File: src/rtl/job_shop_gap_fill_scheduler_macros.svh
// assertion macros for the job shop gap fill scheduler
`ifndef JOB_SHOP_GAP_FILL_SCHEDULER_MACROS_SVH
`define JOB_SHOP_GAP_FILL_SCHEDULER_MACROS_SVH
`ifndef SYNTH
`define JSGF_ASSERT_IMPL(lbl, ante, cons) \
    lbl: assert property (@(posedge clk) disable iff (!rst_n) (ante) |-> (cons)) \
        else $error("assertion failed");
`define JSGF_ASSERT_NEXT(lbl, ante, cons) \
    lbl: assert property (@(posedge clk) disable iff (!rst_n) (ante) |=> (cons)) \
        else $error("assertion failed");
`else
`define JSGF_ASSERT_IMPL(lbl, ante, cons)
`define JSGF_ASSERT_NEXT(lbl, ante, cons)
`endif
`endif

File: src/rtl/jsgf_pkg.sv
// shared types and constants of the job shop gap fill scheduler
package jsgf_pkg;

    localparam int TIME_W = 24;
    localparam int DUR_W  = 16;
    localparam int CFG_W  = 5;
    localparam logic [TIME_W-1:0] TIME_MAX = {TIME_W{1'b1}};

    localparam logic [1:0] MODE_LOAD  = 2'd0;
    localparam logic [1:0] MODE_SCHED = 2'd1;
    localparam logic [1:0] MODE_CLEAR = 2'd2;

    localparam logic [1:0] ST_OK   = 2'd0;
    localparam logic [1:0] ST_FULL = 2'd1;
    localparam logic [1:0] ST_BAD  = 2'd2;
    localparam logic [1:0] ST_SAT  = 2'd3;

    localparam logic [1:0] REG_MACHINES = 2'd0;
    localparam logic [1:0] REG_JOBS     = 2'd1;

    typedef enum logic [2:0] {
        S_IDLE,
        S_OPCHK,
        S_SCAN,
        S_POSP,
        S_POS,
        S_SHP,
        S_SHIFT,
        S_INS
    } state_t;

    typedef struct packed {
        logic [TIME_W-1:0] fin;
        logic [TIME_W-1:0] start;
    } span_t;

endpackage

File: src/rtl/jsgf_ram.sv
// generic one write one read port ram with registered read data
module jsgf_ram
    import jsgf_pkg::*;
#(
    parameter int WIDTH = 8,
    parameter int DEPTH = 16
) (
    input  logic                  clk,
    input  logic                  we,
    input  logic [(DEPTH > 1 ? $clog2(DEPTH) : 1)-1:0] waddr,
    input  logic [WIDTH-1:0]      wdata,
    input  logic [(DEPTH > 1 ? $clog2(DEPTH) : 1)-1:0] raddr,
    output logic [WIDTH-1:0]      rdata
);

    logic [WIDTH-1:0] mem [DEPTH];

    always_ff @(posedge clk)
    begin
        if (we)
        begin
            mem[waddr] <= wdata;
        end
        rdata <= mem[raddr];
    end

endmodule

File: config.mk
export PLATFORM = sky130hd
export DESIGN_NAME = jsgf_ram
export DESIGN_NICKNAME = d
export VERILOG_FILES = /design/src/rtl/job_shop_gap_fill_scheduler_macros.svh /design/src/rtl/jsgf_pkg.sv /design/src/rtl/jsgf_ram.sv
export SDC_FILE = /design/constraint.sdc
export NUM_CORES = 1
export LEC_CHECK = 0
export ABC_AREA = 1
export BUFFER_PORTS_ARGS = -buffer_cell sky130_fd_sc_hd__buf_4
export CORE_ASPECT_RATIO = 0.6
export CORE_UTILIZATION = 63
export CTS_BUF_LIST = sky130_fd_sc_hd__clkbuf_4 sky130_fd_sc_hd__clkbuf_8
export CTS_CLUSTER_SIZE = 14
export DETAILED_ROUTE_END_ITERATION = 10
export PLACE_DENSITY = 0.82
export SYNTH_ARGS = -nofsm -noshare
export SYNTH_HDL_FRONTEND = slang
export SYNTH_SLANG_ARGS = --single-unit
File: constraint.sdc
create_clock -name clk -period 1.63 [get_ports clk]
set_clock_uncertainty 0.2 [all_clocks]
set_input_delay 0.163 -clock clk [delete_from_list [all_inputs] [get_ports clk]]
set_output_delay 0.163 -clock clk [all_outputs]
set_load 0.01 [all_outputs]
==> results.md, run 1 <==
* Outcome: finished, violations left
* Violations in the final reports: DRC
* Worst setup EP type: primary output
* Initial core utilization at about two thirds
* Final net count at roughly 620
* First-pass GRT wire length at 20.49 mm
* CTS root buf: clkbuf_8
* Crit share post-route at 82.90%
* Most common cell after layout, fill and taps aside: nand2_1
* Flops & latches, synth at approximately 140
* TritonRoute pass-1 iters at 8
* Tightest Pin Transition at slightly above 0.4 ns
* Crit path cell chain: buf_4
* Initial antenna violation count at 0
* I/O pin total at 26
* Synth top area share at between 60% and 70%
* Maximum fanout along the worst path at 1
* CP top delay family: flip-flops
* Critical path class: reg2out
* Register area share after synthesis at between 60% and 70%
* Via count at 3,994
* Worst vdd ir at approximately 0.00086 V
* WP data arrival at between 0.9 and 1 ns
* Dominant cells by area after synthesis: edfxtp_1 (67%), nand2_1 (11%), nand3_1 (8.4%), inv_1 (6.5%), dfxtp_1 (2.8%)
* Final total power at 7.248 mW
* GRT Overall Usage at 29.68%
* Hold WC Path Type: in2reg
* Longest Clk Path Bufs at 2
* Slowest-stage cell, CP: dfxtp_1
* Diode count at 0
* Final worst slack at between 0.2 and 0.3 ns
* Placer Congestion at just over 0.9
* CP max stage delay at ~0.4 ns
* Startpoint Class: register
* Commonest cells after routing, fill and taps aside: nand2_1 (173), edfxtp_1 (128), inv_1 (100), nand3_1 (97), buf_4 (45)
* CTS Sinks at between 100 and 150
* # Post-CTS Setup Buffers at 0
* Worst-path clk slew at about 0.07 ns
* GRT overflow at 0
* Max-slew violation count at 0
* Vias/cell at approximately 5.5
* DR iter-0 viols at slightly above 500
* Core ar. at about 8700 um^2
* Post-DP HPWL at approximately 7.9 mm
* Worst path depth at 1
* Cell area power density at between 1000 and 1500 nW/um^2
* F_max at roughly 740 MHz
* Worst slack, placed at ~0.21 ns
* WL per Instance at about 18 um
* Full die area at approximately 9600 um^2
* Leak Pwr at 2.913 nW
* IO Port Bufs at 25
* Buf+Inv Stages, Crit Path at 1
* Avg Inst Size Synth at between 10 and 15 um^2
* Share of layout cells above drive strength 1 at between 10% and 20%
* Max_cap viols at 0
* Layout area overhead at 14.84%
* Req. time, crit path at roughly 1.3 ns
* Worst slew margin at between 70 and 80%
* Wirelength, routed at approximately 13 mm
* R2R cell count at 6
* Post-synthesis cell count at 551
* Syn_nets at between 500 and 600
* Crit path time final at 1.351 ns
* CTS tree: built
* DRC viols at 1
* Post-synth cell types at 12
* Setup Total Neg Slack at 0 ns
* Num rows at 26
* CTS Buf Count at 17
* Synth Cell Area at between 5000 and 6000 um^2
* Hold Path Depth at 6
* Die span in y at ~76 um
* RSZ-0062 raised after global routing: no
* Biggest area consumer among synthesized cells: edfxtp_1
* Die W at between 100 and 150 um
* Fin util at 76.25%
* Setup Viol. Count Final at 0
* CTS H-tree depth at 4
* Final Hold Fails at 0
* Vias in the first global route at a little under 4,000
* Largest net degree at the start of global routing at 65
* Post-DRT Antenna Nets at 0
* Clk_lat worst skew at 0.44 ns
* Synth Warn # at 0
* Min Hold Slack at 0.03680 ns
metal layers:
metal / up-vias / part of all wire [%] / track usage, %
met4: 0 / 1.9 / 10.85
met1: 1850 / 41 / 42.52
li1: 1871 / - / -
met3: 22 / 12 / 8.919
met5: - / 0 / 0
met2: 251 / 45 / 43.33
stage by stage:
step | instances | area (um^2)
after floorplan | 551 | 5767
after global placement | 687 | 6138
after detailed placement | 687 | 6138
after CTS | 728 | 6623
after global routing | 728 | 6623
final | 728 | 6623
worst paths after layout:
check	startpoint	to	slack, ns
max	rdata[5]	rdata[5]	0.28
min	raddr[2]	rdata[4]	0.04
max reg2reg	mem[12][3]	rdata[3]	0.41
min reg2reg	mem[3][1]	rdata[1]	0.48
registers in the layout (all words and copies together) (netlist names):
| name | cells |
|---|---|
| mem | 128 |
| rdata | 8 |
final cells by class:
cell class | count | area (um^2)
Multi-Input combinational cell | 289 | 1214
Clock inverter | 11 | 130.1
Inverter | 102 | 382.9
Fill cell | 616 | 2063
Clock buffer | 21 | 264.0
Timing Repair Buffer | 57 | 488.0
Tap cell | 112 | 140.1
Sequential cell | 136 | 4004
synth_stat cells:
cell / instances
buf_1: 1
buf_2: 13
buf_4: 4
buf_6: 6
dfxtp_1: 8
edfxtp_1: 128
inv_1: 100
inv_2: 2
nand2_1: 173
nand3_1: 97
nand3b_1: 2
nor2_1: 17
worst register-to-register path, delay by kind of cell (launching register included):
family                 cells  cell delay [ns]
AND/OR/NAND/NOR            5             0.47
flip-flops                 1             0.38
buffers and inverters      1             0.06
repair_timing:
item                                   CTS  global route
gates resized for setup                  0             0
hold buffers                             9             0
endpoints found under the hold margin  136             0
cells by family after synthesis:
group                  count (synthesis)  synth area share (%)
buffers and inverters                126                 9.525
AND/OR/NAND/NOR                      289                 21.05
flip-flops                           136                 69.43
power breakdown:
part / internal (mW) / switching [mW] / total (mW) / leakage [nW]
logic: 0.188 / 0.344 / 0.532 / 1.48
clock network: 1.55 / 1.23 / 2.78 / 0.206
registers: 3.91 / 0.0280 / 3.93 / 1.22
total: 5.65 / 1.60 / 7.25 / 2.91
No activity file was read; power rests on OpenSTA's default activity.
==> inputs of run 2 (changes only) <==
ABC_AREA = 0   (was 1)
CORE_UTILIZATION = 57   (was 63)
PLACE_DENSITY = 0.79   (was 0.82)
clock period = 1.2 ns   (was 1.63 ns; I/O delays follow)
==> results.md, run 2 <==
* Outcome: finished, violations left
* Violations in the final reports: hold timing, setup timing
* Top-count cell post-synth: edfxtp_1
* IO Port Bufs at 25
* # hold bufs at CTS at 8
* Initial core utilization at 59.71%
* Vias/cell at between 5 and 6
* WL per Instance at approximately 23 um
* Core ar. at ~8600 um^2
* Cell area power density at between 1000 and 1500 nW/um^2
* Worst setup EP type: register
* Worst Hold Path EP: rdata[0]
* Flops & latches, synth at 136
* Reg with most FFs: mem
* Most common cell after layout, fill and taps aside: edfxtp_1
* Num rows at 26
* DRC viols at 0
* Buf+Inv Stages, Crit Path at 0
* Placer Congestion at about 0.77
* Number of flops mapped to enable cells by yosys at about 130
* First-pass GRT wire length at 14.46 mm
* Synth top area share at about three quarters
* Max_cap viols at 0
* Crit path time final at about 1.5 ns
* Synth Warn # at 0
* Synth Cell Area at slightly above 5000 um^2
* Final Hold Fails at 1
* CTS tree: built
* Most common flop cell mapped by yosys: edfxtp_1
* Non-filler cells, final at around 430
* F_max at 674.5 MHz
* Post-DRT Antenna Nets at 0
* Setup Viol. Count Final at 9
* Die W at 124.7 um
* Max reg flops at between 100 and 150
* Worst slack, placed at -0.4577 ns
* CTS Sinks at roughly 140
* Dpl cell area at 5872 um^2
* Slowest-stage cell, CP: mux4_2
* Wirelength, routed at about 9.7 mm
* Diode count at 0
* Startpoint Class: register
* Reg2reg setup slack at -0.28 ns
* Dominant cells by area after synthesis: edfxtp_1 (75%), mux4_2 (7.9%), mux4_1 (7.1%), dfxtp_1 (3.1%), a22oi_1 (2.3%)
* Top cells by count, synth: edfxtp_1 (128), mux4_2 (18), a22oi_1 (16)
* Worst vdd ir at around 0.0008 V
* Worst-path clk slew at ~0.07 ns
* CP top delay family: multiplexers
* Final Cell Area at around 6400 um^2
* Post-DP HPWL at around 6.7 mm
* GRT Overall Usage at ~23%
* Tightest Pin Transition at 0.8501 ns
* Vias in the first global route at about 2,600
* RSZ-0062 raised after global routing: yes
* Synth async-reset ratio at 0%
* FF-to-FF End: rdata[0]
* CTS root buf: clkbuf_8
* Register area share after synthesis at a little under 80%
* Initial antenna violation count at 0
* CP max stage delay at 0.50 ns
* Final total power at ~9.4 mW
* Hold Path Depth at 4
* CTS Buf Count at 17
* Min Hold Slack at -0.04506 ns
* Full die area at 9427 um^2
* Critical R2R Launch: mem[11][0]
* TritonRoute pass-1 iters at 4
* Biggest area consumer among synthesized cells: edfxtp_1
* R2R cell count at 3
* Share of layout cells above drive strength 1 at 44.94%
* Max-slew violation count at 0
* Fin util at approximately 74%
* Setup Total Neg Slack at -1.913 ns
* Longest Clk Path Bufs at 2
* Placed Cells incl. Taps at between 300 and 400
* Hold WC Path Type: in2reg
* Avg Inst Size Synth at approximately 22 um^2
* Final worst slack at -0.2826 ns
* Via count at between 2,000 and 2,500
* Die span in y at roughly 76 um
* # Post-CTS Setup Buffers at 0
* Final net count at about 320
* Crit path cell chain: mux4_2 -> a22oi_2 -> nand2_1
* Req. time, crit path at ~1.3 ns
* CTS H-tree depth at 4
* DR iter-0 viols at approximately 210
* Syn_nets at approximately 250
* Registers with the most flip-flops: mem: 128 flops, rdata: 8 flops
* Layout area overhead at 23.80%
* Clk_lat worst skew at approximately 0.42 ns
* Maximum fanout along the worst path at 1
* Critical path class: reg2reg
* HP Start: raddr[1]
* Largest net degree at the start of global routing at 17
* Commonest cells after routing, fill and taps aside: edfxtp_1 (128), buf_4 (33), mux4_2 (32), clkbuf_8 (17), buf_12 (17)
* Leak Pwr at around 2.1 nW
* I/O pin total at 26
* Worst slew margin at 43.12%
* Post-synthesis cell count at ~230
* Post-synth cell types at 19
* WP data arrival at 1.59 ns
* GRT overflow at 0
* Crit share post-route at 123.6%
## run 2: area by class of cell
cell class,instances,area (um^2)
fill,496,2248
clock inverter,13,111.4
clock buffer,19,249.0
sequential,136,4011
timing repair buffer,65,747.0
tap,112,140.1
multi-input combinational,83,1114
## run 2: logic make-up (layout without fill, tap and decap cells)
group / Yosys count / in the layout / synth area share (%)
and+or+nand+nor: 35 / 35 / 3.184
buffers and inverters: 10 / 97 / 1.677
DFF: 136 / 136 / 77.78
muxes: 32 / 32 / 15.02
AOI/OAI and AO/OA: 16 / 16 / 2.334
## run 2: how the worst max path moves through the flow
stage	to	slack (ns)	startpoint	depth (start not counted)
final	rdata[0]	-0.28	mem[11][0]	3
after global routing	rdata[0]	-0.31	mem[11][0]	3
after CTS	rdata[0]	-0.27	mem[11][0]	3
after detailed placement	rdata[5]	-0.46	raddr[0]	5
after global placement	rdata[5]	-0.43	raddr[0]	5
after floorplan	mem[0][0]	-0.22	waddr[2]	2
## run 2: layer usage
layer | share of wire [%] | up-vias | global-route usage [%]
met1 | 47 | 1320 | 30.41
met5 | 0 | - | 0
met4 | 0.62 | 0 | 4.819
met3 | 4.4 | 6 | 8.638
met2 | 48 | 59 | 36.59
li1 | - | 1107 | -
## run 2: worst reg2reg max path, stage by stage (launching register included)
cell,delay (ns)
edfxtp_1,0.40
mux4_2,0.50
a22oi_2,0.20
nand2_1,0.08
## run 2: report_power, final
| part | total, mW | internal, mW | leakage [nW] | switching (mW) |
|---|---|---|---|---|
| sequential | 5.36 | 5.31 | 1.22 | 0.0449 |
| combinational | 0.670 | 0.352 | 0.709 | 0.319 |
| clock | 3.41 | 1.83 | 0.187 | 1.58 |
## run 2: what timing repair did
item / in CTS / in global routing
setup endpoints to repair: 16 / 16
cloned: 0 / 0
pin swaps: 1 / 3
resized for setup: 17 / 3
hold endpoints to repair: 129 / 1
